==> config.mk <==
export PLATFORM = sky130hd
export DESIGN_NAME = lbcd_ram
export DESIGN_NICKNAME = d
export VERILOG_FILES = /design/src/hdl/lbcd_ram.sv
export SDC_FILE = /design/constraint.sdc
export NUM_CORES = 1
export LEC_CHECK = 0
export ABC_CLOCK_PERIOD_IN_PS = 1700
export BUFFER_PORTS_ARGS = -buffer_cell sky130_fd_sc_hd__buf_2
export CAP_MARGIN = 20
export CORE_UTILIZATION = 38
export DETAILED_ROUTE_END_ITERATION = 8
export HOLD_SLACK_MARGIN = 0.08
export SKIP_CTS_REPAIR_TIMING = 1
export SYNTH_ARGS = -nofsm -noshare
export SYNTH_HDL_FRONTEND = slang
export SYNTH_SLANG_ARGS = --single-unit
==> constraint.sdc <==
create_clock -name i_clk -period 1.7 [get_ports i_clk]
set_input_delay 0.34 -clock i_clk [delete_from_list [all_inputs] [get_ports i_clk]]
set_output_delay 0.34 -clock i_clk [all_outputs]
set_load 0.05 [all_outputs]
==> src/hdl/lbcd_ram.sv <==
// Simple dual-port synchronous RAM: one write, one read, registered read data.
// No dependencies.
module lbcd_ram #(
    parameter int WIDTH = 8,
    parameter int DEPTH = 2
) (
    input  logic                                  i_clk,
    input  logic                                  i_we,
    input  logic [(DEPTH > 1 ? $clog2(DEPTH) : 1)-1:0] i_waddr,
    input  logic [WIDTH-1:0]                      i_wdata,
    input  logic [(DEPTH > 1 ? $clog2(DEPTH) : 1)-1:0] i_raddr,
    output logic [WIDTH-1:0]                      o_rdata
);
    logic [WIDTH-1:0] mem [DEPTH];
    logic [WIDTH-1:0] r_rdata;

    always_ff @(posedge i_clk) begin
        if (i_we) begin
            mem[i_waddr] <= i_wdata;
        end
    end

    always_ff @(posedge i_clk) begin
        r_rdata <= mem[i_raddr];
    end

    assign o_rdata = r_rdata;
endmodule

After elaboration in Yosys (flattened, before gate mapping)
Memories as Yosys holds them, arrays and structs flattened. A register that Yosys moved wholly into a read port is not among the register bits.
Cells that the tools add are included.
Cells by class
  muxes and demuxes: 2
Operators with widths (count)
  1-bit two-way mux: 2
Word-level totals
  flip-flop bits (word level): 0
  memory bits (writable): 16
  input port bits: 12
  output and inout bits: 8
  word-level logic and storage cells: 3
  memories kept: 1
Memory list
  mem: depth 2, bits a word 8, read ports 1, clocked after Yosys merged registers in 1, write ports 1, line 14  | logic [WIDTH-1:0] mem [DEPTH];

Longest topological paths before layout
Gate-level depths: netlist (run 1).
  word-level depth: 2
  gate-level depth with buffers: 2
  mapped depth without buffers: 1

Worst setup path after synthesis (run 1)
OpenSTA, ideal clock, no wires.
  path type: input to register
  start: input i_we
  end: memory mem[0][0], enable pin
  library setup time: 0.373 ns
  arrival time: 0.760 ns
  data required time: 1.327 ns
  path slack: 0.567 ns
  cell stages on the path: 1
  path buffers: 0
  cells stage by stage: nor2b_1
Between the ends
  word-level cells in the longest chain between the ends: 2
RTL lines
  start: declaration: line 8  | input logic i_we,
  1-bit two-way mux: line 18  | if (i_we) begin
  1-bit two-way mux (not written as such): line 19  | mem[i_waddr] <= i_wdata;
  end: declaration: line 14
No other way between the ends.

Worst setup path in the final report (run 1)
  start: register r_rdata[0] (netlist: o_rdata[0]), read port of mem
  end: output o_rdata[0]
RTL lines
  start: declaration: line 15  | logic [WIDTH-1:0] r_rdata;
  end: declaration: line 12  | output logic [WIDTH-1:0] o_rdata
No word-level cell between the ends.

==> summary.txt, run 1 <==
CTS tree - done
First-pass DRT Iterations - 4
Finished Core Util - 0.487
GPL Wtd Cong - 0.629
Area contributors post-synth - edfxtp_1 (61%), dfxtp_1 (20%), mux2_4 (15%), buf_6 (1.4%), and2_1 (0.80%)
critical path class - flip-flop to output port
Longest Clk Path Bufs - 2
GRT overflow - 0
Final Slew Violations - 0
Via-to-Cell Ratio - 4.28
die span in y - 47.4 µm
first-pass GRT wire length - 1360 µm
initial core utilization - 0.404
status - complete, no violations
Syn Area/Cell - 22.4 µm²
diodes inserted - 0
Setup WS pre-CTS - 0.563 ns
crit-path max FO - 1
Remaining DRCs - 0
Yosys warnings - 0
Fin. Hold Viols - 0
drt total wl - 983 µm
vias - 364
Worst Skew - 0.00533 ns
register area share after synthesis - 0.817
WP data required - 1.36 ns
slew at the pin with the worst max-slew slack - 0.367 ns
met1 wire length - 367 µm
Core ar. - 1940 µm²
startpoint types - flip-flop
TritonCTS Buffers - 3
H-tree depth - 1
Met3 Routed Length - 74 µm
CTS root buffer - clkbuf_4
hpwl dp - 726 µm
uppermost layer routed - met4
Worst Hold Class - input pin to flip-flop
final instance area - 946 µm²
cell row count - 16
total clock sinks - 24
crit-path cells - buf_2
Final TNS setup - 0 ns
Synth top area share - 0.612
vias in the first global route - 327
Worst path top cell family by delay - flip-flops
Area after DPL - 910 µm²
Synth Register Bits - 24
Peak supply drop - 0.724 mV
Worst Setup Slack, final - 0.466 ns
CP Buf/Inv Count - 1
die width - 47.4 µm
Synth cell types - 6
Layout area overhead - 20.6%
Post-Syn Nets - 47
pin count of the biggest net entering global routing - 14
f_max - 811 MHz
final period utilization - 0.726
layout cells sized above 1 - 0.552
Max transition margin - 0.755
Die Area - 2250 µm²
CP peak stage delay - 0.33 ns
setup violators final - 0
Worst Setup End Kind - output port
GRT Resource Usage Total - 0.0961
I/O pin count - 20
mapped cell area - 785 µm²
DR WL/cell - 11.6 µm
Tmin final - 1.23 ns
Antenna Nets Post-Route - 0
initial antenna violation count - 0
port bufs - 19
max-cap viol count - 0
Synth area leader - edfxtp_1
met2 wire length - 526 µm
RSZ-0062 raised after global routing - false
WP data arrival - 0.89 ns
LEAKAGE - 0.000389 µW
Starting DRT DRC Count - 12
worst skew pair latency - 0.31 ns
crit path max-delay cell type - dfxtp_1
CTS clk-pin slew, worst paths - 0.12 ns
Post-layout nets - 71
PwrDens - 1170 nW/µm²
synthesized netlist cell count - 35
[state kept, by name (all words and copies together), names as in the netlist]
register  cells
mem          16
o_rdata       8
[power by group]
group	internal [µW]	total [µW]	leakage (µW)	switching, µW
clock network	131	289	0.0000210	158
logic	48.4	139	0.000150	90.1
registers	668	679	0.000218	10.6
total	847	1110	0.000389	259
[synth_stat cells]
cell and count:
and2_1 1, mux2_4 8, buf_6 1, nor2b_1 1
edfxtp_1 16, dfxtp_1 8
[per-stage QoR]
step | power, µW | hold slack [ns] | std cells
floorplan | 794 | 0.439 | 35
global placement | 829 | 0.457 | 81
detailed placement | 833 | 0.462 | 81
CTS | 1120 | 0.202 | 85
global route | 1140 | 0.205 | 85
finish | 1110 | 0.212 | 85
[worst paths after layout]
| check | start | to | slack (ns) | cells after the start |
|---|---|---|---|---|
| hold reg to reg | mem[0][6] | o_rdata[6] | 0.49 | 1 |
| hold / removal | i_wdata[1] | mem[0][1] | 0.21 | 1 |
| setup reg to reg | mem[0][2] | o_rdata[2] | 0.91 | 1 |
| setup / recovery | o_rdata[0] | o_rdata[0] | 0.47 | 1 |
[cell type report]
cell class,instances,area (µm²)
Clock buffer,4,36.3
Multi-Input combinational cell,10,133
Tap cell,27,33.8
Fill cell,174,996
Timing Repair Buffer,20,103
Sequential cell,24,641
[metal layers]
metal / vias up / track usage
met5: - / 0
met4: 0 / 0.0514
met3: 2 / 0.0302
met2: 17 / 0.178
met1: 170 / 0.0941
li1: 175 / -
[placed cells by master, fill, tap and decap left out]
cell type / count
buf_2: 19
edfxtp_1: 16
mux2_4: 8
dfxtp_1: 8
clkbuf_4: 3
nor2b_1: 1
and2_1: 1
clkbuf_8: 1
buf_4: 1
[cell families (layout without fill, tap and decap cells)]
group / Yosys count / after routing / share of synthesized area
flip-flops: 24 / 24 / 0.817
multiplexers: 8 / 8 / 0.153
AND/OR/NAND/NOR: 2 / 2 / 0.0160
buffers and inverters: 1 / 24 / 0.0144
Power figures use the tool's default switching activity.
==> run 2, diff against run 1 <==
--- a/config.mk
+++ b/config.mk
@@ -5,7 +5,7 @@
 export SDC_FILE = /design/constraint.sdc
 export NUM_CORES = 1
 export LEC_CHECK = 0
-export ABC_CLOCK_PERIOD_IN_PS = 1700
+export ABC_CLOCK_PERIOD_IN_PS = 1180
 export BUFFER_PORTS_ARGS = -buffer_cell sky130_fd_sc_hd__buf_2
 export CAP_MARGIN = 20
 export CORE_UTILIZATION = 38
==> constraint.sdc (replaced) <==
create_clock -name i_clk -period 1.18 [get_ports i_clk]
set_input_delay 0.236 -clock i_clk [delete_from_list [all_inputs] [get_ports i_clk]]
set_output_delay 0.236 -clock i_clk [all_outputs]
set_load 0.05 [all_outputs]
==> run 2 against run 1 <==
Effect of this change:
- power up 36%
- highest routed layer unchanged
- clock power up 13%
- hold slack worse by 0.095 ns
- critical endpoint is now o_rdata[2]
- worst setup slack worse by 0.40 ns
==> summary.txt, run 2 (synthesis gave the netlist of run 1 again) <==
status - complete, no violations (unchanged)
First-pass DRT Iterations - 4 (unchanged)
f_max - 896 MHz
Via-to-Cell Ratio - 4.15 (was 4.28)
CP Buf/Inv Count - 1 (unchanged)
drt total wl - 908 µm (was 983 µm)
setup violators final - 0 (unchanged)
pin count of the biggest net entering global routing - 13 (was 14)
Post-layout nets - 71 (unchanged)
TritonCTS Buffers - 3 (unchanged)
Peak supply drop - 0.821 mV (was 0.724 mV)
vias in the first global route - 332 (was 327)
Longest Clk Path Bufs - 2 (unchanged)
vias - 349 (was 364)
Worst path top cell family by delay - flip-flops (unchanged)
crit-path max FO - 1 (unchanged)
worst skew pair latency - 0.30 ns (was 0.31 ns)
Tmin final - 1.12 ns
GRT Resource Usage Total - 0.0903 (was 0.0961)
CP peak stage delay - 0.33 ns (about the same)
total clock sinks - 24 (unchanged)
Max transition margin - 0.775 (was 0.755)
PwrDens - 1610 nW/µm² (was 1170 nW/µm²)
commonest non-fill, non-tap cell in the layout - buf_2 (unchanged)
commonest non-fill, non-tap cells in the layout - buf_2 (19), edfxtp_1 (16), mux2_4 (8), dfxtp_1 (8), clkbuf_4 (3) (unchanged)
Starting DRT DRC Count - 5 (was 12)
GRT overflow - 0 (unchanged)
layout cells sized above 1 - 0.544 (was 0.552)
WP data arrival - 0.88 ns (was 0.89 ns)
cell row count - 16 (unchanged)
diodes inserted - 0 (unchanged)
slew at the pin with the worst max-slew slack - 0.337 ns (was 0.367 ns)
critical path class - flip-flop to output port (unchanged)
initial antenna violation count - 0 (unchanged)
Top reg by flops - mem (unchanged)
Core ar. - 1940 µm² (unchanged)
die width - 47.4 µm (unchanged)
Remaining DRCs - 0 (unchanged)
CTS clk-pin slew, worst paths - 0.11 ns (was 0.12 ns)
initial core utilization - 0.404 (unchanged)
CTS root buffer - clkbuf_4 (unchanged)
WP data required - 0.94 ns (was 1.36 ns)
Antenna Nets Post-Route - 0 (unchanged)
max FFs per register - 16 (unchanged)
DR WL/cell - 10.8 µm (was 11.6 µm)
Filler Cell Count - 177 (was 174)
die span in y - 47.4 µm (unchanged)
Fin. Hold Viols - 0 (unchanged)
LEAKAGE - 0.000382 µW (was 0.000389 µW)
max-cap viol count - 0 (unchanged)
port bufs - 19 (unchanged)
Worst Setup End Kind - output port (unchanged)
Layout area overhead - 18.8% (was 20.6%)
H-tree depth - 1 (unchanged)
startpoint types - flip-flop (unchanged)
first-pass GRT wire length - 1300 µm (was 1360 µm)
RSZ-0062 raised after global routing - false (unchanged)
Die Area - 2250 µm² (unchanged)
I/O pin count - 20 (unchanged)
GPL Wtd Cong - 0.629 (about the same)
crit-path cells - buf_2 (unchanged)
Final TNS setup - 0 ns (unchanged)
Worst Hold Class - input pin to flip-flop (unchanged)
final period utilization - 0.945
crit path max-delay cell type - dfxtp_1 (unchanged)
Worst Skew - 0.000330 ns (was 0.00533 ns)
Finished Core Util - 0.480 (was 0.487)
CTS tree - done (unchanged)
Final Slew Violations - 0 (unchanged)
-- run 2: cell count changes in the layout (fill, tap and decap cells not counted) --
cell | before | now
clkbuf_8 | 1 | 0
-- run 2: layout make-up --
class                   count  area [µm²]  area share
well taps                  27        33.8      0.0362
repair buffers             20         103       0.110
clock buffers               3        22.5      0.0242
multi-input cells          10         133       0.142
flip-flops and latches     24         641       0.687
-- run 2: path summary, 6_finish.rpt --
| path | from | cells after the start | to | slack (ns) |
|---|---|---|---|---|
| setup / recovery | o_rdata[2] | 1 | o_rdata[2] | 0.06 |
| hold / removal | i_wdata[3] | 1 | mem[0][3] | 0.12 |
| setup reg to reg | mem[1][2] | 1 | o_rdata[2] | 0.42 |
| hold reg to reg | mem[1][5] | 1 | o_rdata[5] | 0.49 |
-- run 2: stage by stage --
stage	instances	power [µW]	area [µm²]	hold slack, ns	setup WS [ns]
after detailed placement	81	1200	910	0.427	0.174
after global routing	84	1560	932	0.108	0.0203
after floorplan	35	1140	785	0.335	0.151
after CTS	84	1520	932	0.108	0.0511
final	84	1500	932	0.117	0.0644
after global placement	81	1190	910	0.427	0.197
-- run 2: layer usage --
layer | track usage | part of all wire
met5 | 0 | 0
met1 | 0.0985 | 0.43
met2 | 0.151 | 0.49
met4 | 0.0686 | 0.022
met3 | 0.0226 | 0.062
-- run 2: report_power, final --
| group | total, µW | switching [µW] | internal, µW |
|---|---|---|---|
| Clock | 327 | 208 | 119 |
| Combinational | 199 | 129 | 69.8 |
| Sequential | 976 | 14.3 | 962 |
| Total | 1500 | 351 | 1150 |
