### src/hdl/lbcd_pkg.sv
// Shared constants and the sequencer state type for the LRU block cache directory.
// No dependencies.
package lbcd_pkg;

    localparam int CACHE_ENTRIES_DEF = 8192;
    localparam int BUCKET_COUNT_DEF  = 4096;
    localparam int TAG_W             = 32;
    localparam int COUNT_W           = 40;

    typedef enum logic [4:0] {
        ST_CLEAR,
        ST_IDLE,
        ST_MOD,
        ST_HEAD_RD,
        ST_LOOK,
        ST_CMP,
        ST_PRD,
        ST_P1,
        ST_P2,
        ST_MRD,
        ST_M1,
        ST_MW,
        ST_UNL,
        ST_L1,
        ST_L2,
        ST_L3,
        ST_DONE
    } t_state;

endpackage

### src/hdl/lbcd_mod.sv
// Bucket index unit: block number modulo the bucket count.
// Mask for a power-of-two count, else a reciprocal multiply with one correction step.
// Depends on lbcd_pkg.
module lbcd_mod #(
    parameter int BUCKET_COUNT = lbcd_pkg::BUCKET_COUNT_DEF
) (
    input  logic                               i_clk,
    input  logic                               i_rst_n,
    input  logic                               i_start,
    input  logic [lbcd_pkg::TAG_W-1:0]         i_value,
    output logic                               o_done,
    output logic [(BUCKET_COUNT > 1 ? $clog2(BUCKET_COUNT) : 1)-1:0] o_rem
);
    localparam int BW = (BUCKET_COUNT > 1) ? $clog2(BUCKET_COUNT) : 1;
    localparam int TW = lbcd_pkg::TAG_W;

    logic r_done;
    assign o_done = r_done;

    if ((BUCKET_COUNT & (BUCKET_COUNT - 1)) == 0) begin : g_mask
        logic [BW-1:0] r_rem;
        always_ff @(posedge i_clk) begin
            if (!i_rst_n) begin
                r_done <= 1'b0;
            end else begin
                r_done <= i_start;
            end
        end
        always_ff @(posedge i_clk) begin
            if (i_start) begin
                r_rem <= (BUCKET_COUNT > 1) ? i_value[BW-1:0] : '0;
            end
        end
        assign o_rem = r_rem;
    end else begin : g_recip
        // The quotient estimate from floor(2^32 / count) is low by at most one,
        // so one compare and subtract brings the remainder into range.
        localparam logic [2*TW-1:0] RECIP64 = (64'd1 << 32) / 64'(BUCKET_COUNT);
        localparam logic [TW-1:0]   RECIP   = RECIP64[TW-1:0];
        localparam logic [BW:0]     DIV     = (BW+1)'(BUCKET_COUNT);

        logic            r_s1, r_s2;
        logic [TW-1:0]   r_val;
        logic [2*TW-1:0] r_prod;
        logic [BW:0]     r_rem0;
        logic [BW-1:0]   r_rem;
        logic [TW-1:0]   quot, qb, diff;
        logic [BW:0]     fix;

        assign quot = r_prod[2*TW-1:TW];
        assign qb   = quot * TW'(BUCKET_COUNT);
        assign diff = r_val - qb;
        assign fix  = r_rem0 - DIV;

        always_ff @(posedge i_clk) begin
            if (!i_rst_n) begin
                r_s1   <= 1'b0;
                r_s2   <= 1'b0;
                r_done <= 1'b0;
            end else begin
                r_s1   <= i_start;
                r_s2   <= r_s1;
                r_done <= r_s2;
            end
        end

        always_ff @(posedge i_clk) begin
            if (i_start) begin
                r_val  <= i_value;
                r_prod <= {{TW{1'b0}}, i_value} * {{TW{1'b0}}, RECIP};
            end
            if (r_s1) begin
                r_rem0 <= diff[BW:0];
            end
            if (r_s2) begin
                r_rem <= (r_rem0 >= DIV) ? fix[BW-1:0] : r_rem0[BW-1:0];
            end
        end
        assign o_rem = r_rem;
    end
endmodule

### config.mk
export PLATFORM = sky130hd
export DESIGN_NAME = lbcd_mod
export DESIGN_NICKNAME = d
export VERILOG_FILES = /design/src/hdl/lbcd_pkg.sv /design/src/hdl/lbcd_mod.sv
export SDC_FILE = /design/constraint.sdc
export NUM_CORES = 1
export LEC_CHECK = 0
export BUFFER_PORTS_ARGS = -buffer_cell sky130_fd_sc_hd__buf_2
export CORE_AREA = 5 5 42 44
export CTS_CLUSTER_DIAMETER = 80
export DETAILED_ROUTE_END_ITERATION = 10
export DIE_AREA = 0 0 47 49
export PLACE_DENSITY_LB_ADDON = 0.1
export SLEW_MARGIN = 20
export SYNTH_ARGS = -nofsm -noshare
export SYNTH_HDL_FRONTEND = slang
export SYNTH_SLANG_ARGS = --single-unit
### constraint.sdc
create_clock -name i_clk -period 0.9 [get_ports i_clk]
set_clock_uncertainty 0.1 [all_clocks]
set_input_delay 0.135 -clock i_clk [delete_from_list [all_inputs] [get_ports i_clk]]
set_output_delay 0.135 -clock i_clk [all_outputs]
set_load 0.02 [all_outputs]
# After elaboration in Yosys (flattened, before gate mapping)
# Cells that the tools add are included.
dict set report word_totals {
  out_inout_bits 13
  inputBits 35
  romBits 0
  mem_bits_rw 0
  latchBits 0
  word_cells 2
  n_memories 0
  reg_bits 13
}
dict set report classes {
  n_eq_ne 0
  reduce_logical 0
  bitwise 0
  n_mux 0
  mul 0
  n_shift 0
  addsub 0
  div 0
  n_lt_le_gt_ge 0
}

# Logic depth before layout (Yosys ltp)
# Gate-level depths: netlist (run 1).
dict set report logic_depth {
  depth_word 0
  mapped_depth 1
  ltp_nobuf 1
}

# Worst setup path after synthesis (run 1)
# OpenSTA, ideal clock, no wires.
dict set report synth_path {
  path_kind {reg-to-output}
  start {register g_mask.r_rem[0], in the netlist o_rem[0]}
  end {output port o_rem[0] in the netlist's numbering}
  arrival_ns 0.449
  n_path_buf 0
  required_ns 0.665
  setup_slack_ns 0.216
  path_stages_with_launch 1
  cell_sequence {edfxtp_1}
}
# item line_no
set synth_lines {}
lappend synth_lines {{start: declaration} lbcd_mod.sv:21} ;# logic [BW-1:0] r_rem;
lappend synth_lines {{start signal: assignment} lbcd_mod.sv:31} ;# r_rem <= (BUCKET_COUNT > 1) ? i_value[BW-1:0] : '0;
lappend synth_lines {{end: declaration} lbcd_mod.sv:12} ;# output logic [(BUCKET_COUNT > 1 ? $clog2(BUCKET_COUNT) : 1)-1:0] o_rem
# No word-level cell between the ends.

# Worst setup path after layout (run 1)
dict set report layout_path {
  start {register g_mask.r_rem[3], in the netlist o_rem[3]}
  end {output port o_rem[3] in the netlist's numbering}
}
# No word-level cell between the ends.

==> key figures, run 1 <==
Outcome
  – Status: complete, but fails checks
  – Failing checks: negative setup slack

Final layout
  – Layout Cell Area excl Fill: between 700 and 800 sq um
  – Layout Utilization: between 50% and 60%
  – Commonest non-fill, non-tap cell in the layout: sky130_fd_sc_hd__buf_2
  – Sequential cell area: around 380 sq um
  – Number of fill cells in the layout: approximately 130
  – Post-layout net count: 94
  – Area of combinational cells with multiple inputs: between 6 and 7 sq um
  – Count of antenna diodes in the layout: 0
  – Share of post-route cells with drive strength above 1: between 50% and 60%
  – Most frequent cells in the layout: sky130_fd_sc_hd__buf_2, sky130_fd_sc_hd__dlygate4sd3_1, sky130_fd_sc_hd__edfxtp_1
  – Layout Area Growth over Synthesis: 89.0%

Critical path
  – Endpoint class of the critical path: output pin
  – Highest fanout seen on the critical path: 1
  – WP buf/inv: 1
  – Crit path max-delay cell type: sky130_fd_sc_hd__edfxtp_1
  – Cell-by-cell trace of the critical path: buf_2
  – CP top delay family: flip-flops
  – Req. time, crit path: ~0.66 ns
  – Element type at the critical path start: register
  – Worst Path Arrival: 0.80 ns
  – Max incr delay on CP: about 0.37 ns
  – Critical setup path kind: register to output pin

Pwr
  – Internal power of the cells: roughly 1 mW
  – Areal power density over the cells: 1740 nW/um^2
  – Sw Share: ~22%
  – Share of power burned in the clock network: between 20 and 30%
  – Leakage: around 0.31 nW
  – Relative contribution of combinational cells to total power: between 15 and 20%
  – Total net switching power: approximately 0.28 mW
  – Worst IR Drop VDD: 0.799 mV
  – Relative contribution of sequential cells to total power: between 50 and 60%
  – Total power consumption of the routed design: between 1 and 1.5 mW

Worst hold path
  – Worst hold path startpoint: i_start
  – Worst Hold Path Cells: 1
  – Hold-critical path endpoint: o_rem[2]
  – Worst min-delay path category: primary input to register

Clock network
  – H-tree levels: 1
  – Clock slew seen by the registers of the worst setup and hold paths: around 0.07 ns
  – CTS tree: built
  – Sink Count: 13
  – Clock root buffer: sky130_fd_sc_hd__clkbuf_4
  – Cts bufs inserted: 3
  – Maximum clock insertion buffer count: 2

Timing
  – Unrepaired setup endpoints after global routing: true
  – PnR worst setup slack: -0.138 ns
  – Max Clock Freq: between 900 and 1000 MHz
  – Normalized max-slew margin: between 80 and 90%
  – Post-layout min period: 1.04 ns
  – Transition at the pin with the smallest max-transition slack: 0.262 ns
  – Hold violation total from the final report: 0
  – Final clock period utilization by the worst path: 115%
  – Final Max Slew Viols: 0
  – Total setup violations reported at the end of the flow: 13

GRT
  – First-pass GRT wire length: 1.11 mm
  – Overall global routing resource usage: approximately 7.4%
  – Overflow after GRT: 0
  – Antenna violations before repair: 0
  – Vias in the first global route: between 200 and 300
  – Pin count of the biggest net entering global routing: 14

Place
  – Total of buffers placed on input and output ports: 27
  – Global placement routability congestion: 0.559
  – Setup WS pre-CTS: roughly 0.073 ns
  – Placed instance area: roughly 540 sq um

Route
  – DRC Markers: 0
  – DRC marker count from the first detailed-route iteration: 4
  – First-pass DRT Iterations: 3
  – DR vias/cell: around 4.0
  – Final WL: roughly 810 um
  – WL/cell: 11.0 um
  – Post-detailed-route count of antenna-violating nets: 0
  – Via Count: around 290

Die
  – Vertical extent of the die: slightly below 50 um
  – Placement row count: 14
  – Number of top-level pins: 48
  – Starting utilization of the core area: between 20% and 30%
  – Core Box Area: around 1400 sq um
  – Horizontal die dimension: ~47 um
  – Full die area: roughly 2300 sq um

Synth
  – Cell type with the highest aggregate area in the netlist: sky130_fd_sc_hd__edfxtp_1
  – Area contributors post-synth: sky130_fd_sc_hd__edfxtp_1, sky130_fd_sc_hd__dfxtp_1, sky130_fd_sc_hd__and2_1
  – Fraction of the yosys area taken by sequential cells: between 90% and 100%
  – Cells after Synth: 14
  – Post-synthesis instance area: between 300 and 400 sq um
  – Yosys synthesis warning count: 0
  – Synthesized area per cell: 27.6 sq um
  – Synthesized netlist net count: 49
  – Netlist cell types: 3
  – Count of state elements after synthesis: 13
  – Share of the synthesized area in the top cell type: ~93%

Run
  – Count of max-cap constraint violations: 0
==> kinds of logic (layout without fill, tap and decap cells) <==
family | count (synthesis) | in the layout | synth area share [%]
flip-flops | 13 | 13 | 98.4
buffers and inverters | 0 | 44 | 0
AND/OR/NAND/NOR | 1 | 1 | 1.62
==> power groups by stage <==
stage / combinational, mW / sequential, mW / clock [mW]
after floorplan: 0.00143 / 0.797 / 0
after CTS: 0.191 / 0.719 / 0.365
after global placement: 0.143 / 0.731 / 0
after global routing: 0.216 / 0.727 / 0.383
after detailed placement: 0.145 / 0.732 / 0
final: 0.204 / 0.723 / 0.342
==> Yosys cell counts, drive strengths merged <==
| cell type | instances |
|---|---|
| and2 | 1 |
| dfxtp | 1 |
| edfxtp | 12 |
==> stage by stage <==
step	setup TNS (ns)	hold slack, ns	instances
final	-1.51	0.153	74
after global routing	-1.99	0.149	74
after CTS	-1.74	0.145	74
after detailed placement	0	0.213	57
after global placement	0	0.212	57
after floorplan	0	0.134	14
==> sequential cells by signal, indices dropped and copies added (netlist names) <==
register  count
o_done        1
o_rem        12
==> routing by layer <==
| layer | wire (um) | GRT usage (%) | part of all wire [%] |
|---|---|---|---|
| met1 | 215 | 4.91 | 26 |
| met2 | 503 | 13.6 | 62 |
| met3 | 94 | 2.58 | 12 |
| met4 | 0 | 6.91 | 0 |
| met5 | 0 | 0 | 0 |
==> worst max path at each step <==
stage              from       end  slack [ns]  depth (start not counted)
4_1_cts        o_rem[3]  o_rem[3]       -0.16                          1
3_5_place_dp    i_start  o_rem[9]        0.07                          1
6_report       o_rem[3]  o_rem[3]       -0.14                          1
2_1_floorplan  o_rem[0]  o_rem[0]        0.22                          0
3_3_place_gp    i_start  o_rem[1]        0.09                          1
5_1_grt        o_rem[3]  o_rem[3]       -0.18                          1
==> timing repair <==
action,CTS,global route
hold buffers,13,0
gates resized for setup,3,8
endpoints found under the setup margin,13,13
buffers inserted,0,0
endpoints found under the hold margin,13,0
==> final cells by class <==
type / instances / share of cell area (%)
tap: 16 / 2.74
clock buffer: 4 / 3.60
sequential: 13 / 52.2
timing repair buffer: 40 / 40.6
multi-input combinational: 1 / 0.856
(Power assumes the default switching activity.)
==> run 2, diff against run 1 <==
--- a/config.mk
+++ b/config.mk
@@ -11,6 +11,7 @@
 export DETAILED_ROUTE_END_ITERATION = 10
 export DIE_AREA = 0 0 47 49
 export PLACE_DENSITY_LB_ADDON = 0.1
+export RECOVER_POWER = 50
 export SLEW_MARGIN = 20
 export SYNTH_ARGS = -nofsm -noshare
 export SYNTH_HDL_FRONTEND = slang
==> key figures, run 2 (synthesized netlist as in run 1, its figures left out) <==
Critical path
  – Crit path max-delay cell type: sky130_fd_sc_hd__edfxtp_1
  – Cell-by-cell trace of the critical path: buf_2
  – Req. time, crit path: 0.66 ns (about the same)
  – WP buf/inv: 1 (unchanged)
  – Element type at the critical path start: register
  – Endpoint class of the critical path: output pin
  – Highest fanout seen on the critical path: 1 (unchanged)
  – Max incr delay on CP: 0.37 ns (about the same)
  – Critical setup path kind: register to output pin
  – Worst Path Arrival: 0.80 ns (about the same)
  – Crit path launch: o_rem[3]
  – CP top delay family: flip-flops

Clock network
  – CTS tree: built
  – Clock root buffer: sky130_fd_sc_hd__clkbuf_4
  – Maximum clock insertion buffer count: 2 (unchanged)
  – Clock slew seen by the registers of the worst setup and hold paths: 0.07 ns (about the same)
  – Cts bufs inserted: 3 (unchanged)
  – H-tree levels: 1 (unchanged)
  – Sink Count: 13 (unchanged)

Route
  – DRC Markers: 0 (unchanged)
  – First-pass DRT Iterations: 3 (unchanged)
  – DR vias/cell: 3.96 (unchanged)
  – WL/cell: 11.0 um (unchanged)
  – Final WL: 814 um (unchanged)
  – DRC marker count from the first detailed-route iteration: 4 (unchanged)
  – Post-detailed-route count of antenna-violating nets: 0 (unchanged)
  – Via Count: 293 (unchanged)

Worst hold path
  – Worst min-delay path category: primary input to register
  – Worst hold path startpoint: i_start

Final layout
  – Post-layout net count: 94 (unchanged)
  – Share of post-route cells with drive strength above 1: 53.4% (unchanged)
  – Layout Area Growth over Synthesis: 89.0% (unchanged)
  – Most frequent cells in the layout: sky130_fd_sc_hd__buf_2, sky130_fd_sc_hd__dlygate4sd3_1, sky130_fd_sc_hd__edfxtp_1
  – Commonest non-fill, non-tap cell in the layout: sky130_fd_sc_hd__buf_2
  – Count of antenna diodes in the layout: 0 (unchanged)
  – Max reg flops: 12 (unchanged)

GRT
  – Vias in the first global route: 279 (unchanged)
  – Antenna violations before repair: 0 (unchanged)
  – Overflow after GRT: 0 (unchanged)
  – Overall global routing resource usage: 7.39% (unchanged)
  – First-pass GRT wire length: 1.11 mm (unchanged)
  – Pin count of the biggest net entering global routing: 14 (unchanged)

Timing
  – Setup TNS: -1.51 ns (unchanged)
  – Normalized max-slew margin: 80.5% (-2.0 points)
  – Max Clock Freq: 964 MHz (unchanged)
  – Hold violation total from the final report: 0 (unchanged)
  – Final clock period utilization by the worst path: 115% (unchanged)
  – Total setup violations reported at the end of the flow: 13 (unchanged)
  – PnR worst setup slack: -0.138 ns (unchanged)
  – Final Max Slew Viols: 0 (unchanged)
  – Unrepaired setup endpoints after global routing: true
  – Transition at the pin with the smallest max-transition slack: 0.292 ns (+0.0306 ns)
  – Post-layout min period: 1.04 ns (unchanged)

Die
  – Number of top-level pins: 48 (unchanged)
  – Core Box Area: 1400 sq um (unchanged)
  – Full die area: 2300 sq um (unchanged)
  – Horizontal die dimension: 47 um (unchanged)
  – Placement row count: 14 (unchanged)
  – Vertical extent of the die: 49 um (unchanged)
  – Starting utilization of the core area: 27.6% (unchanged)

Outcome
  – Status: complete, but fails checks
  – Failing checks: negative setup slack

Run
  – Count of max-cap constraint violations: 0 (unchanged)

Pwr
  – Worst IR Drop VDD: 0.799 mV (about the same)
  – Leakage: 0.315 nW (about the same)
  – Total power consumption of the routed design: 1.27 mW (unchanged)
  – Areal power density over the cells: 1740 nW/um^2 (unchanged)

Place
  – Total of buffers placed on input and output ports: 27 (unchanged)
  – Global placement routability congestion: 0.559 (unchanged)
## run 2: what timing repair did
action | CTS | global route
setup endpoints to repair | 13 | 13
hold buffers | 13 | 0
setup buffers | 0 | 0
cloned | 0 | 0
hold endpoints to repair | 13 | 0
gates resized for setup | 3 | 8
## run 2: cell type report
class                      instances  area (sq um)
timing repair buffer              40           297
clock buffer                       4          26.3
tap                               16          20.0
multi-input combinational          1          6.26
fill                             129           671
sequential                        13           382
## run 2: worst paths after layout
check	depth (start not counted)	slack [ns]	endpoint
worst max-delay path	1	-0.14	o_rem[3]
worst min-delay path	1	0.20	o_rem[2]
## run 2: where the power goes
| group | switching (mW) | total, mW | internal [mW] |
|---|---|---|---|
| sequential | 0.0124 | 0.723 | 0.711 |
| combinational | 0.0973 | 0.204 | 0.107 |
| clock | 0.171 | 0.342 | 0.171 |
## run 2: through the flow
stage	hold slack (ns)	area (sq um)	instances	setup slack [ns]	util [%]
after floorplan	0.134	387	14	0.216	-
after CTS	0.145	706	74	-0.159	50.4
final	0.201	731	74	-0.138	52.1
after global routing	0.209	731	74	-0.183	52.1
after global placement	0.212	542	57	0.0942	38.7
after detailed placement	0.213	542	57	0.0727	38.7
## run 2: per-layer routing
layer / GRT usage, % / up-vias / part of all wire, %
met5: 0 / - / 0
met4: 6.91 / 0 / 0
met3: 2.58 / 0 / 12
met2: 13.6 / 15 / 62
met1: 4.91 / 135 / 26
li1: - / 143 / -
==> run 3, diff against run 2 <==
--- a/config.mk
+++ b/config.mk
@@ -16,3 +16,4 @@
 export SYNTH_ARGS = -nofsm -noshare
 export SYNTH_HDL_FRONTEND = slang
 export SYNTH_SLANG_ARGS = --single-unit
+export TNS_END_PERCENT = 5
==> key figures, run 3 (synthesized netlist as in run 1, its figures left out) <==
GRT
  – First-pass GRT wire length: 1.11 mm (unchanged)
  – Antenna violations before repair: 0 (unchanged)
  – Pin count of the biggest net entering global routing: 14 (unchanged)
  – Vias in the first global route: 279 (unchanged)
  – Overall global routing resource usage: 7.39% (unchanged)
  – Overflow after GRT: 0 (unchanged)

Clock network
  – Clock slew seen by the registers of the worst setup and hold paths: 0.07 ns (about the same)
  – Maximum clock insertion buffer count: 2 (unchanged)
  – H-tree levels: 1 (unchanged)
  – Cts bufs inserted: 3 (unchanged)
  – CTS tree: built
  – Post-CTS setup buffers: 0 (unchanged)
  – Sink Count: 13 (unchanged)
  – Clock root buffer: sky130_fd_sc_hd__clkbuf_4

Critical path
  – Critical setup path kind: register to output pin
  – Crit path max-delay cell type: sky130_fd_sc_hd__edfxtp_1
  – Worst Path Arrival: 0.81 ns (about the same)
  – Max incr delay on CP: 0.37 ns (about the same)
  – Req. time, crit path: 0.66 ns (about the same)
  – Element type at the critical path start: register
  – Cell-by-cell trace of the critical path: buf_2
  – CP top delay family: flip-flops
  – Endpoint class of the critical path: output pin
  – Highest fanout seen on the critical path: 1 (unchanged)
  – WP buf/inv: 1 (unchanged)

Outcome
  – Status: complete, but fails checks
  – Failing checks: negative setup slack

Route
  – Post-detailed-route count of antenna-violating nets: 0 (unchanged)
  – DRC marker count from the first detailed-route iteration: 6 (+2)
  – DR vias/cell: 3.99 (+0.68%)
  – WL/cell: 11.1 um (+0.86%)
  – DRC Markers: 0 (unchanged)
  – Via Count: 295 (+0.68%)
  – First-pass DRT Iterations: 3 (unchanged)
  – Final WL: 821 um (+0.86%)

Pwr
  – Leakage: 0.307 nW (-2.7%)
  – Total power consumption of the routed design: 1.25 mW (-1.6%)
  – Worst IR Drop VDD: 0.799 mV (about the same)
  – Areal power density over the cells: 1770 nW/um^2 (+1.9%)

Die
  – Number of top-level pins: 48 (unchanged)
  – Full die area: 2300 sq um (unchanged)
  – Starting utilization of the core area: 27.6% (unchanged)
  – Vertical extent of the die: 49 um (unchanged)
  – Placement row count: 14 (unchanged)
  – Horizontal die dimension: 47 um (unchanged)
  – Core Box Area: 1400 sq um (unchanged)

Final layout
  – Commonest non-fill, non-tap cell in the layout: sky130_fd_sc_hd__buf_2
  – Count of antenna diodes in the layout: 0 (unchanged)
  – Number of fill cells in the layout: 130 (+0.78%)
  – Layout Area Growth over Synthesis: 82.5%
  – Max reg flops: 12 (unchanged)
  – Layout Utilization: 50.4% (-1.8 points)
  – Area of combinational cells with multiple inputs: 6.26 sq um (unchanged)
  – Sequential cell area: 382 sq um (unchanged)
  – Most frequent cells in the layout: sky130_fd_sc_hd__buf_2, sky130_fd_sc_hd__dlygate4sd3_1, sky130_fd_sc_hd__edfxtp_1
  – Post-layout net count: 94 (unchanged)
  – Share of post-route cells with drive strength above 1: 53.4% (unchanged)

Worst hold path
  – Worst min-delay path category: primary input to register

Timing
  – Hold violation total from the final report: 0 (unchanged)
  – Transition at the pin with the smallest max-transition slack: 0.292 ns (+0.0000199 ns)
  – Unrepaired setup endpoints after global routing: true
  – Post-layout min period: 1.04 ns (+0.00331 ns)
  – Total setup violations reported at the end of the flow: 13 (unchanged)
  – PnR worst setup slack: -0.141 ns (-0.00331 ns)
  – Final clock period utilization by the worst path: 116% (+0.37 points)
  – Setup TNS: -1.49 ns (+0.0171 ns)
  – Normalized max-slew margin: 80.5% (about the same)
  – Max Clock Freq: 960 MHz (-0.32%)
  – Final Max Slew Viols: 0 (unchanged)

Place
  – Global placement routability congestion: 0.559 (unchanged)
  – Total of buffers placed on input and output ports: 27 (unchanged)
  – Setup WS pre-CTS: 0.0727 ns (unchanged)

Run
  – Count of max-cap constraint violations: 0 (unchanged)
run 3: cell counts in the layout (fill, tap and decap cells not counted):
Identical to the previous run, type by type.
run 3: area by class of cell:
class                      instances  share of cell area (%)
multi-input combinational          1                   0.887
tap                               16                    2.84
clock buffer                       4                    3.72
timing repair buffer              40                    38.5
sequential                        13                    54.1
run 3: path summary, 6_finish.rpt:
| path | depth (start not counted) | start | endpoint | slack [ns] |
|---|---|---|---|---|
| hold / removal | 1 | i_start | o_rem[2] | 0.20 |
| setup / recovery | 1 | o_rem[3] | o_rem[3] | -0.14 |
run 3: metal layers:
metal,track usage [%],vias up,part of all wire [%]
li1,-,143,-
met1,4.91,137,27
met2,13.6,15,61
met3,2.58,0,12
met4,6.91,0,0
met5,0,-,0
run 3: timing repair:
item | in CTS | in global routing
setup endpoints to repair | 13 | 13
gates cloned | 0 | 0
hold buffers | 13 | 0
resized for setup | 3 | 0
hold endpoints to repair | 13 | 0
run 3: where the power goes:
group | total, mW | internal, mW | switching [mW]
registers | 0.719 | 0.710 | 0.00920
clock network | 0.342 | 0.171 | 0.171
logic | 0.188 | 0.0908 | 0.0974
run 3: stage by stage:
| stage | std cells | cell area [sq um] | hold slack, ns |
|---|---|---|---|
| finish | 74 | 706 | 0.201 |
| global route | 74 | 706 | 0.209 |
| CTS | 74 | 706 | 0.145 |
| detailed placement | 57 | 542 | 0.213 |
| global placement | 57 | 542 | 0.212 |
| floorplan | 14 | 387 | 0.134 |
